### src/rtl/lz77td_pkg.sv
// Package for the LZ77 triple decoder: word types and controller interface structs.
// No dependencies; every other file of the block refers to it by scoped names.
`timescale 1ns / 1ps

package lz77td_pkg;

    // One input word: a back reference plus a trailing literal.
    typedef struct packed {
        logic [11:0] back_distance;
        logic [5:0]  copy_length;
        logic [7:0]  literal_byte;
    } in_word_t;

    // One output word: a decoded byte with its framing flags.
    typedef struct packed {
        logic [7:0] data_byte;
        logic       last;
        logic       bad_reference;
    } out_word_t;

    localparam int unsigned DIST_W = 12;
    localparam int unsigned LEN_W  = 6;

    // Commands from the controller to the datapath.
    typedef struct packed {
        logic take;       // latch the incoming triple and start the first history read
        logic copy_emit;  // move the fetched history byte to the output and read the next
        logic lit_emit;   // move the literal to the output
    } ctrl_cmd_t;

    // Status from the datapath to the controller.
    typedef struct packed {
        logic ref_bad;    // incoming triple has an invalid reference
        logic copy_none;  // incoming triple copies nothing
        logic last_copy;  // the copy in progress is on its final byte
        logic out_free;   // the output register can take a word this cycle
    } ctrl_sts_t;

endpackage

### src/rtl/lz77td_ctrl.sv
// Controller state machine of the LZ77 triple decoder.
// Depends on lz77td_pkg for the command and status structs.
`timescale 1ns / 1ps

module lz77td_ctrl (
    input  logic                  aclk,
    input  logic                  aresetn,
    input  logic                  s_valid,
    output logic                  s_ready,
    input  lz77td_pkg::ctrl_sts_t sts,
    output lz77td_pkg::ctrl_cmd_t cmd
);

    typedef enum logic [1:0] {
        ST_IDLE,
        ST_COPY,
        ST_LIT
    } state_t;

    state_t state_reg;
    state_t state_next;

    always_comb begin
        state_next    = state_reg;
        cmd           = '0;
        s_ready       = 1'b0;
        case (state_reg)
            ST_IDLE: begin
                s_ready  = 1'b1;
                cmd.take = s_valid;
                if (s_valid) begin
                    if (sts.ref_bad || sts.copy_none) begin
                        state_next = ST_LIT;
                    end else begin
                        state_next = ST_COPY;
                    end
                end
            end
            ST_COPY: begin
                cmd.copy_emit = sts.out_free;
                if (sts.out_free && sts.last_copy) begin
                    state_next = ST_LIT;
                end
            end
            ST_LIT: begin
                cmd.lit_emit = sts.out_free;
                if (sts.out_free) begin
                    state_next = ST_IDLE;
                end
            end
            default: begin
                state_next = ST_IDLE;
            end
        endcase
    end

    always_ff @(posedge aclk) begin
        if (!aresetn) begin
            state_reg <= ST_IDLE;
        end else begin
            state_reg <= state_next;
        end
    end

endmodule

### config.mk
export PLATFORM = sky130hd
export DESIGN_NAME = lz77td_ctrl
export DESIGN_NICKNAME = d
export VERILOG_FILES = /design/src/rtl/lz77td_pkg.sv /design/src/rtl/lz77td_ctrl.sv
export SDC_FILE = /design/constraint.sdc
export NUM_CORES = 1
export LEC_CHECK = 0
export ABC_CLOCK_PERIOD_IN_PS = 900
export BUFFER_PORTS_ARGS = -buffer_cell sky130_fd_sc_hd__buf_4
export CAP_MARGIN = 10
export CORE_AREA = 3 3 40 42
export DETAILED_ROUTE_END_ITERATION = 10
export DIE_AREA = 0 0 43 45
export PLACE_DENSITY = 0.39
export SETUP_SLACK_MARGIN = 0.4
export SLEW_MARGIN = 15
export SYNTH_ARGS = -nofsm -noshare
export SYNTH_HDL_FRONTEND = slang
export SYNTH_SLANG_ARGS = --single-unit
### constraint.sdc
create_clock -name aclk -period 0.9 [get_ports aclk]
set_input_delay 0 -clock aclk [delete_from_list [all_inputs] [get_ports aclk]]
set_output_delay 0 -clock aclk [all_outputs]
set_load 0.01 [all_outputs]
# [Word-level counts from Yosys, hierarchy flattened]
# Cells that the tools add are included.
[op_classes] n_eq_ne=5 muxes=9 reduce_logical=4
[op_table] op="2-to-1 mux 2 bit" n=4
[op_table] op="!= test 2 bit, second input constant" n=3
[op_table] op="one-hot mux 2 bit (3 select lines)" n=1
[op_table] op="2-to-1 mux 1 bit" n=4
[op_table] op="AND reduction 3 bit" n=1
[op_table] op="== test 2 x 1 -> 1 bit, second input constant" n=1
[op_table] op="== test 2 bit, second input constant" n=1
[op_table] op="logical NOT 2 bit" n=1
[op_table] op="logical AND 1 bit" n=1
[op_table] op="logical OR 1 bit" n=1
[word_totals] regBits=2 input_bits=7

# [Logic depth before layout (Yosys ltp)]
# Gate-level depths: netlist of run 1.
[logic_depth] ltp_word=4 ltp_mapped=3

# [Worst setup path after synthesis of run 1]
# No wires, ideal clock.
[synth_path] path_kind="flip-flop to flip-flop" start="reg state_reg[0]" end="reg state_reg[1]" setup_ns=0.074 arrival_ns=0.961 required_ns=0.826 slack_ns=-0.135 path_stages_with_launch=4 path_cell_list="dfxtp_1 nor3b_1 o21ai_1 a31oi_1"
[synth_between] elab_chain_cells=3
[synth_rtl] item="start: declaration" line_no="lz77td_ctrl.sv:20" source="state_t state_reg;"
[synth_rtl] item="start signal: assignment" line_no="lz77td_ctrl.sv:61" source="state_reg <= state_next;"
[synth_rtl] item="== test 2 x 1 -> 1 bit, or another cell as far along" line_no="lz77td_ctrl.sv:27" source="case (state_reg)"
[synth_rtl] item="!= test 2 bit (no source line)"
[synth_rtl] item="AND reduction 3 bit (no source line)"
# Parallel ways exist; a longest one is shown, timed or not.
# A chain may end at the register's enable or synchronous reset.

==> results.toml, run 1 <==
[floorplan]
die_w_um = 43
core_area_mm2 = 0.001285
fp-row-count = 13
start_util_pct = 9.834
die_area_mm2 = 0.001935
die_h_um = 45
ios = 11

[setup_path]
critical_path_required_ns = 0.90
regToRegStartpoint = "state_reg[1]"
crit-reg2reg-capture = "state_reg[1]"
end_kind = "output port"
crit_cells = 3
crit_family = "flip-flops"
crit_end = "cmd[0]"
critPathMaxFanout = 5
critPathLaunchType = "flop"
cp_cell_sequence = "buf_6, and3b_2, buf_6"
r2r_setup_slack_ns = -0.08
setup.worst_path.start = "state_reg[0]"
cpMaxStageDelayCell = "dfxtp_4"
worstSetupPathType = "reg -> out"
crit_top_cell = "buf_6"
critPathArrivalTime_ns = 1.02
worstRegToRegCells = 3
critPathMaxStageDelay_ns = 0.38
path_buf_inv = 2

[clock_network]
hold_buffers = 0
tritoncts = "yes"
clockBufferDepth = 2
cts_sinks = 2
cts.reportedPaths.clkPinSlew_ns = 0.04
clock_latency_ns = 0.23
cts-root-buf = "clkbuf_4"
cts_made_buffers = 3
h-tree-depth = 1

[sta]
slew_viol_final = 0
finalClockSkew_ns = 0.006833
worstMarginPinSlew_ns = 0.1994
setup_viol = 6
period_share_pct = 113.5
finalHoldViolCount = 0
min_period_ns = 1.021
fmax_mhz = 979.1
rsz0062_at_grt = "true"
layout_setup_ws_ns = -0.1214
slew_headroom_pct = 86.65
whs_ns = 0.03152

[synth]
yosysWarnings = 0
syn_nets = 22
ys_types = 13
synth-seq-cells = 2
synth_area_um2 = 126.4
yosysSeqAreaShare_pct = 31.68
synth.avg_cell_area_um2 = 8.425
syn_inst = 15

[routing]
vias = 188
ant_nets = 0
drtPass1Iterations = 2
drt_iter0_drc = 1
drc = 0
via_per_inst = 3.837
wl_per_cell_um = 10.14
wirelength_um = 497

[min_path]
hold_path_class = "in -> reg"

[grt]
grt_max_degree = 7
grt_pass1_vias = 176
antenna_found_initial = 0
track_usage_pct = 5.653
grt_pass1_wl_um = 724
overflow = 0

[pwr]
p_per_area_mw_per_mm2 = 1293
leakage_nw = 0.1585
max-vdd-ir-drop_mv = 0.3358

[final_layout]
layout_common_cells = "buf_4, buf_6, clkbuf_4"
drive_gt1_share_pct = 73.53
antenna_cells = 0
fillerInstances = 139
mostFrequentLayoutCell = "buf_4"
fin_util_pct = 27.75
syn2layout_area_growth_pct = 182.2
largest_register_ff_count = 2
final_nets = 42

[placement]
port-buffer-count = 10
place_congestion = 0.6714
place_ws_ns = -0.03439

[job]
cap_violations = 0

[run_status]
status = "complete, but fails checks"
violations = "negative setup slack"
==> logic make-up after synthesis <==
family,count (synthesis),share of synthesized area (%)
AO/OA/AOI/OAI,3,12.87
buffers and inverters,1,2.967
flip-flops,2,31.68
AND/OR/NAND/NOR,9,52.47
==> tightest hold or removal path: cells and delay by family <==
| kind | cells | cell delay [ns] |
|---|---|---|
| compound gates | 1 | 0.04 |
| buf+inv | 2 | 0.18 |
==> synth_stat cells, drive strengths merged <==
cell type	n	area [um^2]
a31oi	1	6.260
dfxtp	2	40.04
nand2	1	3.750
inv	1	3.750
and3b	2	20.02
nor3b	1	7.510
nor3	1	5.000
nor2	1	3.750
nor4b	1	8.760
o21ai	1	5.000
nand4b	1	8.760
a21oi	1	5.000
or3b	1	8.760
==> power by group <==
| group | switching (mW) | leakage [nW] | internal [mW] |
|---|---|---|---|
| registers | 0.00874 | 0.0178 | 0.0933 |
| clock network | 0.0583 | 0.0150 | 0.165 |
| logic | 0.0459 | 0.126 | 0.0894 |
| total | 0.113 | 0.158 | 0.348 |
==> routing by layer <==
metal	global-route usage [%]	routed length, um	vias to the layer above
li1	-	-	95
met1	5.995	231	82
met2	7.485	203	11
met3	3.586	62	0
met4	5.422	0	0
met5	0	0	-
==> timing repair <==
item,CTS,global route
gates resized for setup,5,5
setup buffers,2,1
pin swaps,1,1
setup endpoints to repair,6,6
gates cloned,0,0
==> per-stage QoR <==
stage | power [mW] | cell area [um^2] | setup TNS [ns] | std cells
2_1_floorplan | 0.1400 | 142.6 | 0 | 15
3_3_place_gp | 0.1932 | 251.5 | -0.02312 | 42
3_5_place_dp | 0.1963 | 251.5 | -0.04801 | 42
4_1_cts | 0.4614 | 322.8 | -0.5387 | 48
5_1_grt | 0.4910 | 356.6 | -0.7081 | 49
6_report | 0.4609 | 356.6 | -0.4766 | 49
==> final cells by class <==
cell class                 instances  area (um^2)  share of cell area [%]
multi-input combinational         12        112.6                   31.58
inverter                           1        3.754                   1.053
timing repair buffer              15        147.6                   41.40
sequential                         2        47.55                   13.33
tap                               15        18.77                   5.263
clock buffer                       4        26.28                   7.368
==> how the worst min path moves through the flow <==
stage	start	to	slack, ns	depth (start not counted)
after global placement	aresetn	state_reg[1]	0.26	3
after detailed placement	aresetn	state_reg[1]	0.27	3
after global routing	aresetn	state_reg[1]	0.04	3
final	aresetn	state_reg[1]	0.03	3
after floorplan	aresetn	state_reg[1]	0.12	2
after CTS	aresetn	state_reg[1]	0.02	3
Power figures use the tool's default switching activity.
==> run 2: changes to the inputs <==
--- a/config.mk
+++ b/config.mk
@@ -8,10 +8,12 @@
 export ABC_CLOCK_PERIOD_IN_PS = 900
 export BUFFER_PORTS_ARGS = -buffer_cell sky130_fd_sc_hd__buf_4
 export CAP_MARGIN = 10
+export CELL_PAD_IN_SITES_DETAIL_PLACEMENT = 1
+export CELL_PAD_IN_SITES_GLOBAL_PLACEMENT = 2
 export CORE_AREA = 3 3 40 42
 export DETAILED_ROUTE_END_ITERATION = 10
 export DIE_AREA = 0 0 43 45
-export PLACE_DENSITY = 0.39
+export PLACE_DENSITY = 0.57
 export SETUP_SLACK_MARGIN = 0.4
 export SLEW_MARGIN = 15
 export SYNTH_ARGS = -nofsm -noshare
==> run 2 against run 1 <==
The flow still finishes with violations (negative setup slack). First-iteration DRC count unchanged. Final cell count is 6.1% lower. Die area unchanged. Clock-buffer cell count stayed put. Via count fell by 1.6%. Global-route usage grew 0.67 points. Design area fell by 16%. Clock power about the same. Register-to-register slack better by 0.06 ns. Fmax is 1.4% lower. Total power is 7.6% lower. Utilization is 4.6 points lower. Largest cell class unchanged. Largest power group unchanged. Highest routed layer unchanged.
==> results.toml, run 2 (synthesis gave the netlist of run 1 again) <==
[floorplan]
die_area_mm2 = 0.001935
die_w_um = 43
die_h_um = 45
start_util_pct = 9.834
core_area_mm2 = 0.001285
ios = 11
fp-row-count = 13

[final_layout]
final_nets = 39
drive_gt1_share_pct = 67.74
largest_register_ff_count = 2
layout_common_cells = "buf_4, clkbuf_4, buf_6"
syn2layout_area_growth_pct = 135.6
fin_util_pct = 23.17
mostFrequentLayoutCell = "buf_4"
antenna_cells = 0
stdcell_count = 46

[pwr]
power_frac_seq_pct = 24.4
leakage_nw = 0.1312
p_int_mw = 0.3198
power_mw = 0.4259
p_sw_mw = 0.1061
p_clk_share_pct = 53.1
swShare_pct = 24.91
max-vdd-ir-drop_mv = 0.2991
power_frac_comb_pct = 22.5
p_per_area_mw_per_mm2 = 1430

[placement]
place_ws_ns = -0.05792
dp_cells = 42
place_congestion = 0.6415
port-buffer-count = 10

[job]
cap_violations = 0

[sta]
finalHoldViolCount = 0
slew_viol_final = 0
rsz0062_at_grt = "true"
slew_headroom_pct = 87.34
worstMarginPinSlew_ns = 0.1895
setup_viol = 5
min_period_ns = 1.036
layout_setup_ws_ns = -0.1364
period_share_pct = 115.2
fmax_mhz = 964.9
finalClockSkew_ns = 0.004374

[routing]
drtPass1Iterations = 3
drt_iter0_drc = 1
vias = 185
drc = 0
via_per_inst = 4.022
ant_nets = 0
wirelength_um = 476
wl_per_cell_um = 10.35

[clock_network]
tritoncts = "yes"
cts.reportedPaths.clkPinSlew_ns = 0.04
cts_sinks = 2
cts_made_buffers = 3
cts_setup_buffers = 0
h-tree-depth = 1
clock_latency_ns = 0.23
cts-root-buf = "clkbuf_4"
hold_buffers = 0
clockBufferDepth = 2

[setup_path]
cp_cell_sequence = "buf_6, and3b_2, buf_6"
path_buf_inv = 2
critPathArrivalTime_ns = 1.04
crit_top_cell = "buf_6"
critPathLaunchType = "flop"
cpMaxStageDelayCell = "dfxtp_4"
critPathMaxStageDelay_ns = 0.37
critPathMaxFanout = 5
worstSetupPathType = "reg -> out"
end_kind = "output port"
crit_family = "flip-flops"
critical_path_required_ns = 0.90

[grt]
grt_pass1_vias = 203
track_usage_pct = 6.318
overflow = 0
antenna_found_initial = 0
grt_pass1_wl_um = 876
grt_max_degree = 7

[min_path]
hold_path_class = "in -> reg"

[run_status]
status = "complete, but fails checks"
violations = "negative setup slack"
==> run 2: metrics by stage <==
step	instance area, um^2	hold slack, ns	TNS (ns)
finish	297.8	0.02217	-0.3509
floorplan	142.6	0.1223	0
detailed placement	251.5	0.2610	-0.09131
global route	297.8	0.02630	-0.6614
global placement	251.5	0.2606	-0.05719
CTS	291.5	0.008693	-0.4775
==> run 2: timing repair <==
item / CTS / global route
gates resized for setup: 4 / 1
pin swaps: 1 / 1
endpoints found under the setup margin: 6 / 6
==> run 2: worst register-to-register path, delay by kind of cell, from the launching register on <==
family | cells | cell delay, ns
compound gates | 1 | 0.12
flops | 1 | 0.35
simple gates | 1 | 0.37
==> run 2: path summary, 6_finish.rpt <==
path	slack, ns	end	start	depth (start not counted)
hold reg to reg	0.57	state_reg[0]	state_reg[1]	2
setup / recovery	-0.14	cmd[0]	state_reg[0]	3
setup reg to reg	-0.02	state_reg[1]	state_reg[0]	2
hold / removal	0.02	state_reg[1]	aresetn	3
==> run 2: final cells by class <==
type                            instances  area, um^2
Inverter                                1       3.754
Multi-Input combinational cell         12       100.1
Sequential cell                         2       47.55
Timing Repair Buffer                   12       101.3
Fill cell                             157       987.2
Clock buffer                            4       26.28
Tap cell                               15       18.77
==> run 2: routing by layer <==
layer	part of all wire [%]	global-route usage, %	vias up
met1	49	6.715	86
li1	-	-	89
met3	8.2	2.789	0
met5	0	0	-
met4	0	5.422	0
met2	43	9.581	10
==> run 2: power groups by stage <==
| stage | Combinational, mW | Sequential, mW | Clock (mW) |
|---|---|---|---|
| 6_report | 0.0960 | 0.104 | 0.226 |
| 5_1_grt | 0.105 | 0.106 | 0.253 |
| 3_5_place_dp | 0.0905 | 0.106 | 0 |
| 2_1_floorplan | 0.0345 | 0.106 | 0 |
| 4_1_cts | 0.0954 | 0.104 | 0.244 |
| 3_3_place_gp | 0.0899 | 0.106 | 0 |
==> run 3: changes to the inputs <==
==> constraint.sdc (replaced) <==
create_clock -name aclk -period 0.9 [get_ports aclk]
set_input_delay 0.045 -clock aclk [delete_from_list [all_inputs] [get_ports aclk]]
set_output_delay 0.045 -clock aclk [all_outputs]
set_load 0.01 [all_outputs]
==> run 3 against run 2 <==
Combinational power grew 8%. Register-to-register slack lost 0.10 ns. Critical path depth is the same. Worst setup slack lost 0.019 ns. Clock-buffer cell count is the same. The run still ends with negative setup slack left.
==> results.toml, run 3 (synthesis gave the netlist of run 1 again) <==
[routing]
drc = 0
via_per_inst = 3.891
wirelength_um = 526
drtPass1Iterations = 2
ant_nets = 0
wl_per_cell_um = 11.43
drt_iter0_drc = 1
vias = 179

[final_layout]
drive_gt1_share_pct = 70.97
final_nets = 39
layout_common_cells = "buf_4, buf_6, clkbuf_4"
syn2layout_area_growth_pct = 140.6
fin_area_um2 = 304.0
mostFrequentLayoutCell = "buf_4"
largest_register_ff_count = 2
antenna_cells = 0

[setup_path]
critical_path_required_ns = 0.85
worstSetupPathType = "reg -> out"
end_kind = "output port"
critPathArrivalTime_ns = 1.01
critPathMaxFanout = 3
critPathLaunchType = "flop"

[grt]
grt_max_degree = 9
track_usage_pct = 6.977
grt_pass1_vias = 212
grt_pass1_wl_um = 931
antenna_found_initial = 0
overflow = 0

[clock_network]
clockBufferDepth = 2
h-tree-depth = 1
cts.reportedPaths.clkPinSlew_ns = 0.04
cts_sinks = 2
cts-root-buf = "clkbuf_4"
tritoncts = "yes"
cts_made_buffers = 3
clock_latency_ns = 0.22

[floorplan]
die_h_um = 45
die_w_um = 43
ios = 11
start_util_pct = 9.834
fp-row-count = 13
core_area_mm2 = 0.001285
die_area_mm2 = 0.001935

[placement]
place_ws_ns = -0.04221
dpl.hpwl_um = 344.9
port-buffer-count = 10
placed_area_um2 = 244.0
place_congestion = 0.6205

[pwr]
power_frac_seq_pct = 24.6
p_per_area_mw_per_mm2 = 1409
power_frac_comb_pct = 24.3
swShare_pct = 23.89
power_mw = 0.4284
leakage_nw = 0.1329
p_sw_mw = 0.1024
p_int_mw = 0.3261
p_clk_share_pct = 51.0
max-vdd-ir-drop_mv = 0.5315

[sta]
slew_headroom_pct = 84.89
finalClockSkew_ns = 0.007061
period_share_pct = 117.3
fmax_mhz = 947.5
whs_ns = 0.06751
worstMarginPinSlew_ns = 0.2261
setup_viol = 5
min_period_ns = 1.055
slew_viol_final = 0
layout_setup_ws_ns = -0.1554
finalHoldViolCount = 0
rsz0062_at_grt = "true"

[min_path]
hold_path_class = "in -> reg"

[run_status]
status = "complete, but fails checks"
violations = "negative setup slack"

[job]
cap_violations = 0
-- run 3: cell counts in the layout (fill, tap and decap cells not counted) --
No cell type changed its count.
-- run 3: layout make-up --
| type | instances | area [um^2] |
|---|---|---|
| multi-input cells | 12 | 102.6 |
| repair buffers | 12 | 105.1 |
| fillers | 160 | 980.9 |
| flip-flops and latches | 2 | 47.55 |
| inverters | 1 | 3.754 |
| clock buffers | 4 | 26.28 |
| well taps | 15 | 18.77 |
-- run 3: worst paths after layout --
| check | start | to | slack, ns | cells after the start |
|---|---|---|---|---|
| hold / removal | aresetn | state_reg[1] | 0.07 | 3 |
| setup / recovery | state_reg[1] | cmd[1] | -0.16 | 3 |
| setup reg to reg | state_reg[1] | state_reg[1] | -0.12 | 3 |
| hold reg to reg | state_reg[0] | state_reg[1] | 0.58 | 2 |
-- run 3: power groups by stage --
stage	Combinational [mW]	Sequential, mW	Clock (mW)
after floorplan	0.0345	0.106	0
after global routing	0.116	0.107	0.237
after global placement	0.0852	0.107	0
after CTS	0.101	0.105	0.229
after detailed placement	0.0859	0.108	0
final	0.104	0.106	0.219
-- run 3: through the flow --
stage          setup TNS, ns  instances  util, %
2_1_floorplan              0         15        -
3_3_place_gp        -0.07410         41    18.99
3_5_place_dp        -0.07039         41    18.99
4_1_cts              -0.5912         46    23.37
5_1_grt              -0.8664         46    23.66
6_report             -0.5252         46    23.66
-- run 3: layer usage --
layer / wire (um) / up-vias / track usage [%]
met3: 68 / 2 / 5.976
met1: 238 / 78 / 7.416
li1: - / 89 / -
met2: 214 / 10 / 10.48
met4: 4 / 0 / 1.807
met5: 0 / - / 0
-- run 3: worst max-delay path, stage by stage, from the launching register on --
cell and delay (ns):
dfxtp_4 0.35, buf_6 0.11, and3b_2 0.22, buf_6 0.10
-- run 3: repair_timing --
action	in CTS	in global routing
buffers inserted	1	0
gates resized for setup	6	1
setup endpoints to repair	6	6
hold buffers	0	0
pin swaps	2	2
cloned	0	0
endpoints found under the hold margin	0	0
